**src/rtl/core/rs_gf1024_t4_ecc_encoder_top_defines.svh**
```systemverilog
// ---------------------------------------------------------------------------
// rs encoder assertion macros
// shared concurrent assertion forms for the encoder core
// ---------------------------------------------------------------------------
`ifndef RS_GF1024_T4_ECC_ENCODER_TOP_DEFINES_SVH
`define RS_GF1024_T4_ECC_ENCODER_TOP_DEFINES_SVH

// same-cycle implication, disabled in reset
`define RSENC_ASSERT_NOW(label, clk, rst, ante, cons) \
   label: assert property (@(posedge clk) disable iff (rst) (ante) |-> (cons)) \
      else $error("rsenc assertion failed");

// next-cycle implication, disabled in reset
`define RSENC_ASSERT_NEXT(label, clk, rst, ante, cons) \
   label: assert property (@(posedge clk) disable iff (rst) (ante) |=> (cons)) \
      else $error("rsenc assertion failed");

`endif

```
**src/rtl/core/rsenc_pkg.sv**
```systemverilog
`timescale 1ns / 1ps
`default_nettype none
// ---------------------------------------------------------------------------
// rsenc_pkg
// field constants, generator coefficients and constant multipliers for the
// gf(2^10) eight-parity reed-solomon encoder
// ---------------------------------------------------------------------------
package rsenc_pkg;

   localparam int SymW    = 10;
   localparam int NPar    = 8;
   localparam int NEcc    = 10;
   localparam int TapW    = $clog2(NPar);
   localparam int CntW    = $clog2(NEcc);
   localparam int DataW   = 8;
   localparam int BufW    = NPar * SymW;

   localparam logic [SymW:0]      FieldPoly = 11'h409;
   localparam logic [CntW-1:0]    LastIdx   = CntW'(NEcc - 1);

   typedef logic [SymW-1:0]            sym_type;
   typedef logic [NPar-1:0][SymW-1:0]  par_vec_type;
   typedef logic [NPar:0][SymW-1:0]    gen_poly_type;
   typedef logic [NPar-1:0][SymW-1:0][SymW-1:0] gen_cols_type;

   typedef struct packed {
      logic        load;
      par_vec_type parity;
   } par_load_type;

   function automatic sym_type gf_mul(sym_type a, sym_type b);
      logic [SymW:0] x;
      sym_type       r;
      x = {1'b0, a};
      r = '0;
      for (int k = 0; k < SymW; k++) begin
         if (b[k]) begin
            r ^= x[SymW-1:0];
         end
         x = {x[SymW-1:0], 1'b0};
         if (x[SymW]) begin
            x ^= FieldPoly;
         end
      end
      return r;
   endfunction

   function automatic gen_poly_type make_gen();
      gen_poly_type g;
      sym_type      root;
      g    = '0;
      g[0] = sym_type'(1);
      root = sym_type'(1);
      for (int i = 1; i <= NPar; i++) begin
         root = gf_mul(root, sym_type'(2));
         for (int j = i; j > 0; j--) begin
            g[j] = g[j-1] ^ gf_mul(g[j], root);
         end
         g[0] = gf_mul(g[0], root);
      end
      return g;
   endfunction

   localparam gen_poly_type GenPoly = make_gen();

   // column k of tap j is g[j] * alpha^k
   function automatic gen_cols_type make_cols();
      gen_cols_type c;
      for (int j = 0; j < NPar; j++) begin
         for (int k = 0; k < SymW; k++) begin
            c[j][k] = gf_mul(GenPoly[j], sym_type'(1) << k);
         end
      end
      return c;
   endfunction

   localparam gen_cols_type GenCols = make_cols();

   // constant multiply as an xor network
   function automatic sym_type tap_mul(logic [TapW-1:0] tap, sym_type fb);
      sym_type r;
      r = '0;
      for (int k = 0; k < SymW; k++) begin
         if (fb[k]) begin
            r ^= GenCols[tap][k];
         end
      end
      return r;
   endfunction

endpackage
`default_nettype wire

```
**src/rtl/core/rsenc_if.sv**
```systemverilog
`timescale 1ns / 1ps
`default_nettype none
// ---------------------------------------------------------------------------
// rsenc channel interfaces
// valid/ready channels for data requests and ecc responses
// ---------------------------------------------------------------------------
interface rsenc_req_if;
   logic       valid;
   logic       ready;
   logic [7:0] data_byte;
   logic       last_byte;

   modport source (output valid, output data_byte, output last_byte, input ready);
   modport sink   (input valid, input data_byte, input last_byte, output ready);
endinterface

interface rsenc_rsp_if;
   logic       valid;
   logic       ready;
   logic [7:0] ecc_byte;
   logic       last_ecc;

   modport source (output valid, output ecc_byte, output last_ecc, input ready);
   modport sink   (input valid, input ecc_byte, input last_ecc, output ready);
endinterface
`default_nettype wire

```
**src/rtl/core/rsenc_lfsr.sv**
```systemverilog
`timescale 1ns / 1ps
`default_nettype none
// ---------------------------------------------------------------------------
// rsenc_lfsr
// request register and eight-stage parity lfsr with constant gf multipliers
// ---------------------------------------------------------------------------
`include "rs_gf1024_t4_ecc_encoder_top_defines.svh"

module rsenc_lfsr (
   input  wire logic           clock,
   input  wire logic           reset,
   rsenc_req_if.sink           req_bus,
   input  wire logic           buf_free,
   output rsenc_pkg::par_load_type par_load
);

   logic                          req_valid_ff, req_valid_in;
   logic [rsenc_pkg::DataW-1:0]   data_ff, data_in;
   logic                          last_ff, last_in;
   rsenc_pkg::par_vec_type        par_ff, par_in;
   rsenc_pkg::par_vec_type        par_next;
   rsenc_pkg::sym_type            fb;
   logic                          consume;
   logic                          req_ready;

   assign consume   = req_valid_ff && (!last_ff || buf_free);
   assign req_ready = !req_valid_ff || consume;
   assign req_bus.ready = req_ready;

   assign fb = {{(rsenc_pkg::SymW - rsenc_pkg::DataW){1'b0}}, data_ff}
               ^ par_ff[rsenc_pkg::NPar-1];

   always_comb begin
      par_next[0] = rsenc_pkg::tap_mul('0, fb);
      for (int j = 1; j < rsenc_pkg::NPar; j++) begin
         par_next[j] = par_ff[j-1] ^ rsenc_pkg::tap_mul(rsenc_pkg::TapW'(j), fb);
      end
   end

   always_comb begin
      req_valid_in = req_valid_ff;
      data_in      = data_ff;
      last_in      = last_ff;
      if (req_ready) begin
         req_valid_in = req_bus.valid;
         data_in      = req_bus.data_byte;
         last_in      = req_bus.last_byte;
      end
   end

   always_comb begin
      par_in = par_ff;
      if (consume) begin
         par_in = last_ff ? '0 : par_next;
      end
   end

   assign par_load.load   = consume && last_ff;
   assign par_load.parity = par_next;

   always_ff @(posedge clock) begin
      if (reset) begin
         req_valid_ff <= 1'b0;
         par_ff       <= '0;
      end else begin
         req_valid_ff <= req_valid_in;
         par_ff       <= par_in;
      end
      data_ff <= data_in;
      last_ff <= last_in;
   end

   // lfsr clears after a chunk closes
   `RSENC_ASSERT_NEXT(a_clear_after_last, clock, reset, consume && last_ff, par_ff == '0)
   // a held request keeps its byte
   `RSENC_ASSERT_NEXT(a_hold_stalled, clock, reset, req_valid_ff && !consume,
      req_valid_ff && $stable(data_ff) && $stable(last_ff))
   // parity only moves on a consumed byte
   `RSENC_ASSERT_NEXT(a_par_stable, clock, reset, !consume, $stable(par_ff))

endmodule
`default_nettype wire

```
**src/rtl/core/rsenc_pack.sv**
```systemverilog
`timescale 1ns / 1ps
`default_nettype none
// ---------------------------------------------------------------------------
// rsenc_pack
// parity snapshot buffer, streams ten packed ecc bytes
// ---------------------------------------------------------------------------
`include "rs_gf1024_t4_ecc_encoder_top_defines.svh"

module rsenc_pack (
   input  wire logic               clock,
   input  wire logic               reset,
   input  wire rsenc_pkg::par_load_type par_load,
   output logic                    buf_free,
   rsenc_rsp_if.source             rsp_bus
);

   logic [rsenc_pkg::BufW-1:0] buf_ff, buf_in;
   logic [rsenc_pkg::CntW-1:0] count_ff, count_in;
   logic                       valid_ff, valid_in;
   logic                       send;
   logic                       send_last;

   assign send      = valid_ff && rsp_bus.ready;
   assign send_last = send && (count_ff == rsenc_pkg::LastIdx);
   assign buf_free  = !valid_ff || send_last;

   assign rsp_bus.valid    = valid_ff;
   assign rsp_bus.ecc_byte = buf_ff[7:0];
   assign rsp_bus.last_ecc = (count_ff == rsenc_pkg::LastIdx);

   always_comb begin
      buf_in   = buf_ff;
      count_in = count_ff;
      valid_in = valid_ff;
      if (par_load.load) begin
         // four symbols per group pack little-endian, groups in order
         buf_in   = par_load.parity;
         count_in = '0;
         valid_in = 1'b1;
      end else if (send) begin
         if (send_last) begin
            valid_in = 1'b0;
         end else begin
            buf_in   = {8'h00, buf_ff[rsenc_pkg::BufW-1:8]};
            count_in = count_ff + 1'b1;
         end
      end
   end

   always_ff @(posedge clock) begin
      if (reset) begin
         valid_ff <= 1'b0;
         count_ff <= '0;
      end else begin
         valid_ff <= valid_in;
         count_ff <= count_in;
      end
      buf_ff <= buf_in;
   end

   // no snapshot overwrites undelivered ecc bytes
   `RSENC_ASSERT_NOW(a_load_when_free, clock, reset, par_load.load, buf_free)
   // byte index stays within the ecc block
   `RSENC_ASSERT_NOW(a_count_range, clock, reset, valid_ff, count_ff <= rsenc_pkg::LastIdx)
   // buffer empties after the tenth byte
   `RSENC_ASSERT_NEXT(a_empty_after_last, clock, reset, send_last && !par_load.load,
      !valid_ff)

endmodule
`default_nettype wire

```
**src/rtl/core/rs_gf1024_t4_ecc_encoder_top.sv**
```systemverilog
`timescale 1ns / 1ps
`default_nettype none
// ---------------------------------------------------------------------------
// rs_gf1024_t4_ecc_encoder_top
// shortened reed-solomon encoder, gf(2^10), eight parity symbols
// ---------------------------------------------------------------------------
// One data byte is accepted per clock while no last byte waits, highest
// chunk index first; a byte flagged last_byte closes the chunk. Each byte
// passes a request register and then the parity lfsr, which sustains one
// byte per cycle likewise. On the last byte the eight parity symbols are
// copied into an output buffer and the lfsr clears, so the next chunk
// streams in at once; the ten ecc bytes (four symbols packed little-endian
// into five bytes, twice) leave the buffer one per cycle while the response
// side is ready. The buffer holds one ecc block, so the last byte of a
// following chunk waits until the previous block's tenth byte is taken:
// chunks of ten bytes or more run at full rate while the response is ready.
// ---------------------------------------------------------------------------
module rs_gf1024_t4_ecc_encoder_top (
   input  wire logic   clock,
   input  wire logic   reset,
   rsenc_req_if.sink   req_bus,
   rsenc_rsp_if.source rsp_bus
);

   rsenc_pkg::par_load_type par_load;
   logic                    buf_free;

   rsenc_lfsr u_lfsr (
      .clock    (clock),
      .reset    (reset),
      .req_bus  (req_bus),
      .buf_free (buf_free),
      .par_load (par_load)
   );

   rsenc_pack u_pack (
      .clock    (clock),
      .reset    (reset),
      .par_load (par_load),
      .buf_free (buf_free),
      .rsp_bus  (rsp_bus)
   );

endmodule
`default_nettype wire

```
**src/flat_wrapper.sv**
```systemverilog
// flat-port wrapper written by rule: the top's interface ports become plain ports
module rs_gf1024_t4_ecc_encoder_top_flat 
  (clock, reset, req_bus_valid, req_bus_data_byte, req_bus_last_byte, req_bus_ready, rsp_bus_valid, rsp_bus_ecc_byte, rsp_bus_last_ecc, rsp_bus_ready);
  rsenc_req_if req_bus_i ();
  rsenc_rsp_if rsp_bus_i ();
  input  wire logic clock;
  input  wire logic reset;
  input wire logic [$bits(req_bus_i.valid)-1:0] req_bus_valid;
  input wire logic [$bits(req_bus_i.data_byte)-1:0] req_bus_data_byte;
  input wire logic [$bits(req_bus_i.last_byte)-1:0] req_bus_last_byte;
  output wire logic [$bits(req_bus_i.ready)-1:0] req_bus_ready;
  output wire logic [$bits(rsp_bus_i.valid)-1:0] rsp_bus_valid;
  output wire logic [$bits(rsp_bus_i.ecc_byte)-1:0] rsp_bus_ecc_byte;
  output wire logic [$bits(rsp_bus_i.last_ecc)-1:0] rsp_bus_last_ecc;
  input wire logic [$bits(rsp_bus_i.ready)-1:0] rsp_bus_ready;
  assign req_bus_i.valid = req_bus_valid;
  assign req_bus_i.data_byte = req_bus_data_byte;
  assign req_bus_i.last_byte = req_bus_last_byte;
  assign req_bus_ready = req_bus_i.ready;
  assign rsp_bus_valid = rsp_bus_i.valid;
  assign rsp_bus_ecc_byte = rsp_bus_i.ecc_byte;
  assign rsp_bus_last_ecc = rsp_bus_i.last_ecc;
  assign rsp_bus_i.ready = rsp_bus_ready;
  rs_gf1024_t4_ecc_encoder_top u_core (.clock(clock), .reset(reset), .req_bus(req_bus_i), .rsp_bus(rsp_bus_i));
endmodule
```
**config.mk**
```make
export PLATFORM = sky130hd
export DESIGN_NAME = rs_gf1024_t4_ecc_encoder_top_flat
export DESIGN_NICKNAME = d
export VERILOG_FILES = /design/src/rtl/core/rsenc_pkg.sv /design/src/rtl/core/rsenc_if.sv /design/src/rtl/core/rsenc_lfsr.sv /design/src/rtl/core/rsenc_pack.sv /design/src/rtl/core/rs_gf1024_t4_ecc_encoder_top.sv /design/src/flat_wrapper.sv
export VERILOG_INCLUDE_DIRS = /design/src /design/src/rtl/core
export SDC_FILE = /design/constraint.sdc
export NUM_CORES = 1
export LEC_CHECK = 0
export BUFFER_PORTS_ARGS = -buffer_cell sky130_fd_sc_hd__buf_2
export CAP_MARGIN = 30
export CORE_AREA = 5 5 140 142
export CTS_BUF_LIST = sky130_fd_sc_hd__clkbuf_2
export CTS_CLUSTER_DIAMETER = 100
export CTS_CLUSTER_SIZE = 28
export DETAILED_ROUTE_END_ITERATION = 10
export DIE_AREA = 0 0 145 147
export PLACE_DENSITY_LB_ADDON = 0.05
export SKIP_LAST_GASP = 1
export SLEW_MARGIN = 25
export SYNTH_ARGS = -nofsm -noshare
export SYNTH_HDL_FRONTEND = slang
export SYNTH_SLANG_ARGS = --single-unit
```
**constraint.sdc**
```tcl
create_clock -name clock -period 10.3 [get_ports clock]
set_input_delay 2.06 -clock clock [delete_from_list [all_inputs] [get_ports clock]]
set_output_delay 2.06 -clock clock [all_outputs]
set_load 0.02 [all_outputs]
```
==> key figures, run 1 <==
Floorplan
  – DIE WIDTH: 145 um
  – Initial Utilization: 48.4%
  – Die ar.: approximately 21000 sq um
  – Num ports: 24
  – Core Area: 18300 sq um
  – Die height: 147 um
  – # rows: 50

Logic synthesis
  – Count leader, synth: nand2_1
  – Most frequent cells after synthesis: nand2_1 (127), edfxtp_1 (89), dfxtp_1 (86)
  – EDFF count, synth: between 80 and 90
  – Top_reg_cell synth: edfxtp_1
  – Seq/Total Area, Yosys: 49.5%
  – Yosys warnings: 0
  – Synth area leader: edfxtp_1
  – Post-Syn Instances: 759
  – Cell variety after synth: 36
  – Yosys reg bits: 175
  – Synthesized area: about 8900 sq um
  – Syn Area/Cell: 11.7 sq um
  – Synth area leaders: edfxtp_1 (30%), dfxtp_1 (19%), xnor3_1 (11%), xnor2_1 (8.3%), nand2_1 (5.4%)
  – Share of Yosys cell area claimed by the top area cell type: 30.1%
  – Mapped Nets: a little under 800
  – Async set-reset flop share out of synthesis: 0%

STA
  – Clock Skew: roughly 37 ps
  – Max Clk Rate: 196 MHz
  – Slew HR: about 46%
  – Fin. Hold Viols: 0
  – Tcrit/Tclk final: roughly half
  – Final Setup Violations: 0
  – Final Slew Violations: 0
  – Final min period: 5090 ps
  – Setup TNS Final: 0 ps
  – Final WS setup: 5210 ps
  – Worst-Margin Slew: 803 ps
  – RSZ-0062 raised after global routing: false

Route
  – Via density: 5.51
  – Pre-antenna DRT Iters: 5
  – Drt wl/cell: about 21 um
  – Antenna Nets Post-Route: 0
  – DRC: 0
  – Final wirelength: about 21000 um
  – DR iter-0 viols: 383
  – Vias: 5534

Pwr
  – Worst VDD drop: 119 uV
  – Clk pwr share: 13.5%
  – Switching share of power: 39.9%
  – NetSw: 1.17 mW
  – Seq pwr share: 30.6%
  – Gate power share: a little under three fifths
  – PwrDens: ~300 nW/um^2
  – LEAKAGE: 3.90 nW
  – P_int: 1.76 mW
  – Pwr Total: 2.93 mW

CTS
  – Root buffer cell: clkbuf_2
  – Max Root-Sink Buffers: 2
  – CTS clock-pin slew for the worst setup and hold paths: 240 ps
  – Skew-Pair Late Insertion Delay: 770 ps
  – H-Tree Depth: 4
  – Total CTS buffers: 17
  – Post-CTS Setup Bufs: 0
  – CTS tree: yes
  – Clock sinks: 175
  – CTS resizes: 0
  – Cts hold-fix bufs: 0

Hold path
  – Hold WC Path Type: register to register

Place
  – Dpl ws: 5200 ps
  – PortBufs: 23
  – GP Congestion: ~0.85
  – # placed instances: 972
  – Dpl hpwl: 14300 um

Run
  – Max Cap Violations: 0

Critical path
  – Data required time at the worst endpoint: 8240 ps
  – Crit path max fanout: 11
  – CP arrival: just over 3000 ps
  – Crit start category: primary input
  – R2R Setup Slk: 7230 ps
  – Path type of the worst setup path: primary input to output pin
  – CP Capture Type: output pin

Layout
  – Final Non-Filler Cells: 1005
  – Area delta synth->final: 6.61%
  – Nets: about 770
  – Layout cells sized above 1: 12.1%

Global routing
  – Pin count of the biggest net entering global routing: 83
  – Initial antenna violation count: 2
  – Number of global-route vias before repair: 5721
  – Gr ovfl total: 0
  – Total track usage: around a fifth
  – First-pass GRT wire length: 33600 um

Status
  – Status: finished, final reports clean
==> per-stage QoR <==
stage               hold WS (ps)  util (%)  instance area (sq um)
floorplan                    432         -                   8880
global placement             446      50.0                   9170
detailed placement           451      50.2                   9190
CTS                          478      51.6                   9460
global route                 512      51.6                   9470
finish                       475      51.6                   9470
==> sequential cells by signal, indices dropped and copies added, names as in the netlist <==
register / count
u_core.u_lfsr.par_ff: 80
u_core.u_pack.count_ff: 4
u_core.u_lfsr.req_valid_ff: 1
u_core.u_lfsr.data_ff: 8
u_core.u_lfsr.last_ff: 1
u_core.u_pack.rsp_bus.valid: 1
u_core.u_pack.buf_ff: 80
==> power by group through the flow <==
stage	clock [mW]	sequential [mW]	combinational, mW
6_report	0.396	0.895	1.63
5_1_grt	0.437	0.904	1.74
4_1_cts	0.406	0.895	1.64
3_5_place_dp	0	0.910	1.63
3_3_place_gp	0	0.908	1.63
2_1_floorplan	0	0.884	1.25
==> worst max-delay path, stage by stage <==
cell and delay, ps:
buf_2 110, a21bo_2 240, or2_2 420, buf_2 200
==> path summary, 6_finish.rpt <==
path,start,end,cells after the start
worst min register to register,u_core.u_lfsr.par_ff[2]$_SDFFE_PP0N_,u_core.u_lfsr.par_ff[2]$_SDFFE_PP0N_,2
worst min-delay path,u_core.u_lfsr.par_ff[2]$_SDFFE_PP0N_,u_core.u_lfsr.par_ff[2]$_SDFFE_PP0N_,2
worst max-delay path,rsp_bus_ready,req_bus_ready,4
worst max register to register,u_core.u_lfsr.par_ff[79]$_SDFFE_PP0N_,u_core.u_lfsr.par_ff[24]$_SDFFE_PP0N_,5
==> cell type report <==
cell class | count | area (sq um)
fill | 1675 | 8860
sequential | 175 | 4390
multi-input combinational | 524 | 4270
tap | 234 | 293
timing repair buffer | 36 | 225
clock inverter | 14 | 180
clock buffer | 18 | 90.1
inverter | 3 | 11.3
antenna | 1 | 2.50
==> layout by cell type (no fill, tap or decap), types with 3 or more instances in the layout <==
cell,netlist,routed
and2_1,5,5
nor2_1,56,56
xnor2_1,84,84
clkinvlp_4,0,5
xnor2_2,9,9
a2bb2o_1,10,10
o21ai_1,33,31
a21oi_1,17,17
edfxtp_1,89,89
xnor3_1,42,42
a22oi_1,16,16
a2bb2oi_1,24,24
inv_6,0,4
dfxtp_1,86,86
clkbuf_2,0,18
xnor2_4,5,5
nand2_1,127,127
buf_4,9,12
xor2_1,27,27
a22o_1,3,3
xor3_1,8,8
o21ai_0,22,22
bufinv_16,0,3
buf_2,5,23
nor3_1,4,4
o2bb2ai_1,13,13
inv_1,3,3
==> routing by layer <==
metal | wire [um] | vias to the layer above | global-route usage [%]
met2 | 10400 | 124 | 34.2
met5 | 0 | - | 0
met4 | 191 | 0 | 4.19
met3 | 918 | 15 | 4.47
met1 | 9930 | 2771 | 28.2
li1 | - | 2624 | -
==> logic make-up (layout without fill, tap and decap cells) <==
family                     count (synthesis)  in the layout  synth area share, %
DFF                                      175            175                 49.5
xor gates and xnor gates                 177            177                 27.3
other                                      0              1                    0
and+or+nand+nor                          205            205                 9.23
buffers and inverters                     60             71                 2.99
AOI/OAI and AO/OA                        140            140                 10.7
adders and majority gates                  2              2                0.282
(Power assumes the default switching activity.)
==> inputs of run 2 (changes only) <==
--- a/config.mk
+++ b/config.mk
@@ -6,14 +6,15 @@
 export SDC_FILE = /design/constraint.sdc
 export NUM_CORES = 1
 export LEC_CHECK = 0
+export ABC_AREA = 1
 export BUFFER_PORTS_ARGS = -buffer_cell sky130_fd_sc_hd__buf_2
 export CAP_MARGIN = 30
-export CORE_AREA = 5 5 140 142
+export CORE_AREA = 5 5 142 144
 export CTS_BUF_LIST = sky130_fd_sc_hd__clkbuf_2
 export CTS_CLUSTER_DIAMETER = 100
 export CTS_CLUSTER_SIZE = 28
 export DETAILED_ROUTE_END_ITERATION = 10
-export DIE_AREA = 0 0 145 147
+export DIE_AREA = 0 0 147 149
 export PLACE_DENSITY_LB_ADDON = 0.05
 export SKIP_LAST_GASP = 1
 export SLEW_MARGIN = 25
==> constraint.sdc (replaced) <==
create_clock -name clock -period 4.9 [get_ports clock]
set_input_delay 0.98 -clock clock [delete_from_list [all_inputs] [get_ports clock]]
set_output_delay 0.98 -clock clock [all_outputs]
set_load 0.02 [all_outputs]
==> run 2 against run 1 <==
Synthesized cell count is 49% higher. Largest cell class unchanged. Sequential cell count unchanged. Non-clock buffer count decreased by 4. Largest power group is now registers.
==> key figures, run 2 <==
Status
  – Status: finished, final reports clean

CTS
  – Cts hold-fix bufs: 0 (unchanged)
  – H-Tree Depth: 4 (unchanged)
  – CTS tree: yes
  – Post-CTS Setup Bufs: 0 (unchanged)
  – Max Root-Sink Buffers: 2 (unchanged)
  – Skew-Pair Late Insertion Delay: 790 ps (+20 ps)
  – Root buffer cell: clkbuf_2
  – Clock sinks: 175 (unchanged)
  – Total CTS buffers: 17 (unchanged)
  – CTS clock-pin slew for the worst setup and hold paths: 280 ps (+40 ps)
  – CTS resizes: 0 (unchanged)

Floorplan
  – Core Area: 18600 sq um (+1.4%)
  – Die ar.: 21900 sq um (+2.8%)
  – Initial Utilization: 49.6% (+1.1 points)
  – Die height: 149 um (+1.4%)
  – # rows: 50 (unchanged)
  – DIE WIDTH: 147 um (+1.4%)
  – Num ports: 24 (unchanged)

Layout
  – Final core utilization: 52.1% (+0.44 points)
  – Largest regs: u_core.u_lfsr.par_ff (80), u_core.u_pack.buf_ff (80), u_core.u_lfsr.data_ff (8)
  – Area delta synth->final: 5.08%
  – Layout cells sized above 1: 9.37% (-2.7 points)
  – Commonest cells after routing, fill and taps aside: nand2_1 (455), nand3_1 (94), xor2_1 (90)
  – Nets: 1144 (+48%)
  – Commonest non-fill, non-tap cell in the layout: nand2_1
  – Cell area after layout: 9680 sq um (+2.2%)
  – Fillers: 1792 (+7.0%)

STA
  – Fin. Hold Viols: 0 (unchanged)
  – Slew HR: 34.9% (-11 points)
  – Final Slew Violations: 0 (unchanged)
  – Hold WS: 331 ps (-144 ps)
  – Tcrit/Tclk final: 69.7%
  – Max Clk Rate: 293 MHz
  – Worst-Margin Slew: 976 ps (+173 ps)
  – Clock Skew: 29.2 ps (-7.65 ps)
  – Final Setup Violations: 0 (unchanged)
  – RSZ-0062 raised after global routing: false
  – Final min period: roughly 3400 ps
  – Setup TNS Final: 0 ps (unchanged)

Place
  – GP Congestion: 0.880 (+3.6%)
  – Cell Area, Placed: 9440 sq um (+2.7%)
  – PortBufs: 23 (unchanged)
  – Dpl hpwl: 16800 um (+18%)

Logic synthesis
  – Most frequent cells after synthesis: nand2_1 (458), nand3_1 (94), xor2_1 (90)
  – Top_reg_cell synth: edfxtp_1
  – Mapped Nets: 1146 (+48%)
  – Syn Area/Cell: 8.14 sq um (-30%)
  – Async set-reset flop share out of synthesis: 0% (unchanged)
  – EDFF count, synth: 89 (unchanged)
  – Yosys reg bits: 175 (unchanged)
  – Synthesized area: 9210 sq um (+3.7%)
  – Yosys warnings: 0 (unchanged)
  – Synth area leaders: edfxtp_1 (29%), dfxtp_1 (19%), nand2_1 (19%), xor2_1 (8.6%), nand3_1 (5.1%)
  – Seq/Total Area, Yosys: 47.7% (-1.8 points)
  – Synth area leader: edfxtp_1
  – Share of Yosys cell area claimed by the top area cell type: 29.0% (-1.1 points)
  – Cell variety after synth: 26 (-28%)
  – Count leader, synth: nand2_1
  – Post-Syn Instances: 1131 (+49%)

Critical path
  – CP max stage cell: dfxtp_1
  – Crit path buf inv count: 3 (+1)
  – Worst path cell trace: inv_1, ha_1, nand3_1, o21ai_0, inv_1, nand3_1, buf_2
  – Path type of the worst setup path: register to output pin
  – Top cell family by delay on the critical path: simple AND/OR/NAND/NOR gates
  – CP arrival: 2440 ps (-590 ps)
  – Crit start category: register
  – Slowest stage delay, CP: 440 ps (+20 ps)
  – Data required time at the worst endpoint: 3920 ps (-4320 ps)
  – Crit path max fanout: 11 (unchanged)
  – CP Capture Type: output pin

Route
  – Via density: 5.24 (-4.9%)
  – DRC: 0 (unchanged)
  – Vias: 7213 (+30%)
  – Final wirelength: 24500 um (+14%)
  – Antenna Nets Post-Route: 0 (unchanged)
  – Pre-antenna DRT Iters: 5 (unchanged)
  – DR iter-0 viols: 729 (+90%)
  – Drt wl/cell: 17.8 um (-17%)

Hold path
  – Hold WC Path Type: primary input to register

Run
  – Max Cap Violations: 0 (unchanged)

Global routing
  – Total track usage: 23.1% (+2.4 points)
  – Pin count of the biggest net entering global routing: 82 (-1.2%)
  – Gr ovfl total: 0 (unchanged)
  – Initial antenna violation count: 1 (-1)
  – Number of global-route vias before repair: 6925 (+21%)
  – First-pass GRT wire length: 38700 um (+15%)

Pwr
  – PwrDens: 366 nW/um^2 (+18%)
  – Worst VDD drop: 159 uV (+34%)
  – LEAKAGE: 4.09 nW (+4.8%)
  – Pwr Total: 3.54 mW (+21%)
-- run 2: cell count changes after synthesis, sizes merged, moves of 44 or more --
cell   before  now
inv         3   63
xnor2      98   39
o21ai      55   11
a21oi      17   85
nand2     127  476
nor2       56   12
nand3       2   94
xor2       29   96
-- run 2: path summary, 6_finish.rpt --
check | startpoint | to | slack (ps) | depth (start not counted)
hold / removal | req_bus_data_byte[3] | u_core.u_lfsr.data_ff[3]$_DFFE_PP_ | 330 | 1
setup / recovery | u_core.u_pack.count_ff[1]$_SDFFE_PP0P_ | req_bus_ready | 1480 | 7
setup reg to reg | u_core.u_lfsr.data_ff[7]$_DFFE_PP_ | u_core.u_pack.buf_ff[46]$_DFFE_PP_ | 1990 | 9
hold reg to reg | u_core.u_lfsr.par_ff[69]$_SDFFE_PP0N_ | u_core.u_lfsr.par_ff[69]$_SDFFE_PP0N_ | 490 | 2
-- run 2: metrics by stage --
stage          instances  worst slack (ps)
2_1_floorplan       1131               820
3_3_place_gp        1344              1660
3_5_place_dp        1344              1630
4_1_cts             1376              1370
5_1_grt             1377              1210
6_report            1377              1480
-- run 2: kinds of logic after synthesis --
logic type | Yosys count | share of synthesized area [%]
simple gates | 606 | 27.4
flops | 175 | 47.7
xor+xnor | 135 | 13.8
compound gates | 97 | 5.30
buf+inv | 116 | 5.49
fa+ha+maj | 2 | 0.272
-- run 2: layout make-up --
type                       count  area [sq um]  share of cell area (%)
multi-input combinational    840          4330                    44.8
timing repair buffer          32           185                    1.91
sequential                   175          4390                    45.4
tap                          234           293                    3.03
antenna                        1          2.50                  0.0259
inverter                      63           236                    2.44
clock buffer                  17          85.1                   0.879
clock inverter                15           149                    1.54
-- run 2: report_power, final --
part | internal, mW | switching (mW) | leakage, nW | total, mW
Combinational | 0.322 | 0.741 | 2.40 | 1.06
Sequential | 1.64 | 0.0513 | 1.54 | 1.69
Clock | 0.207 | 0.578 | 0.150 | 0.785
Total | 2.17 | 1.37 | 4.09 | 3.54
-- run 2: per-layer routing --
layer | routed length (um) | part of all wire [%] | vias up | global-route usage [%]
met5 | 0 | 0 | - | 0
met4 | 308 | 1.3 | 0 | 4.99
met3 | 1400 | 5.7 | 25 | 4.31
met2 | 11800 | 48 | 219 | 39.2
met1 | 11100 | 45 | 3365 | 30.9
li1 | - | - | 3604 | -
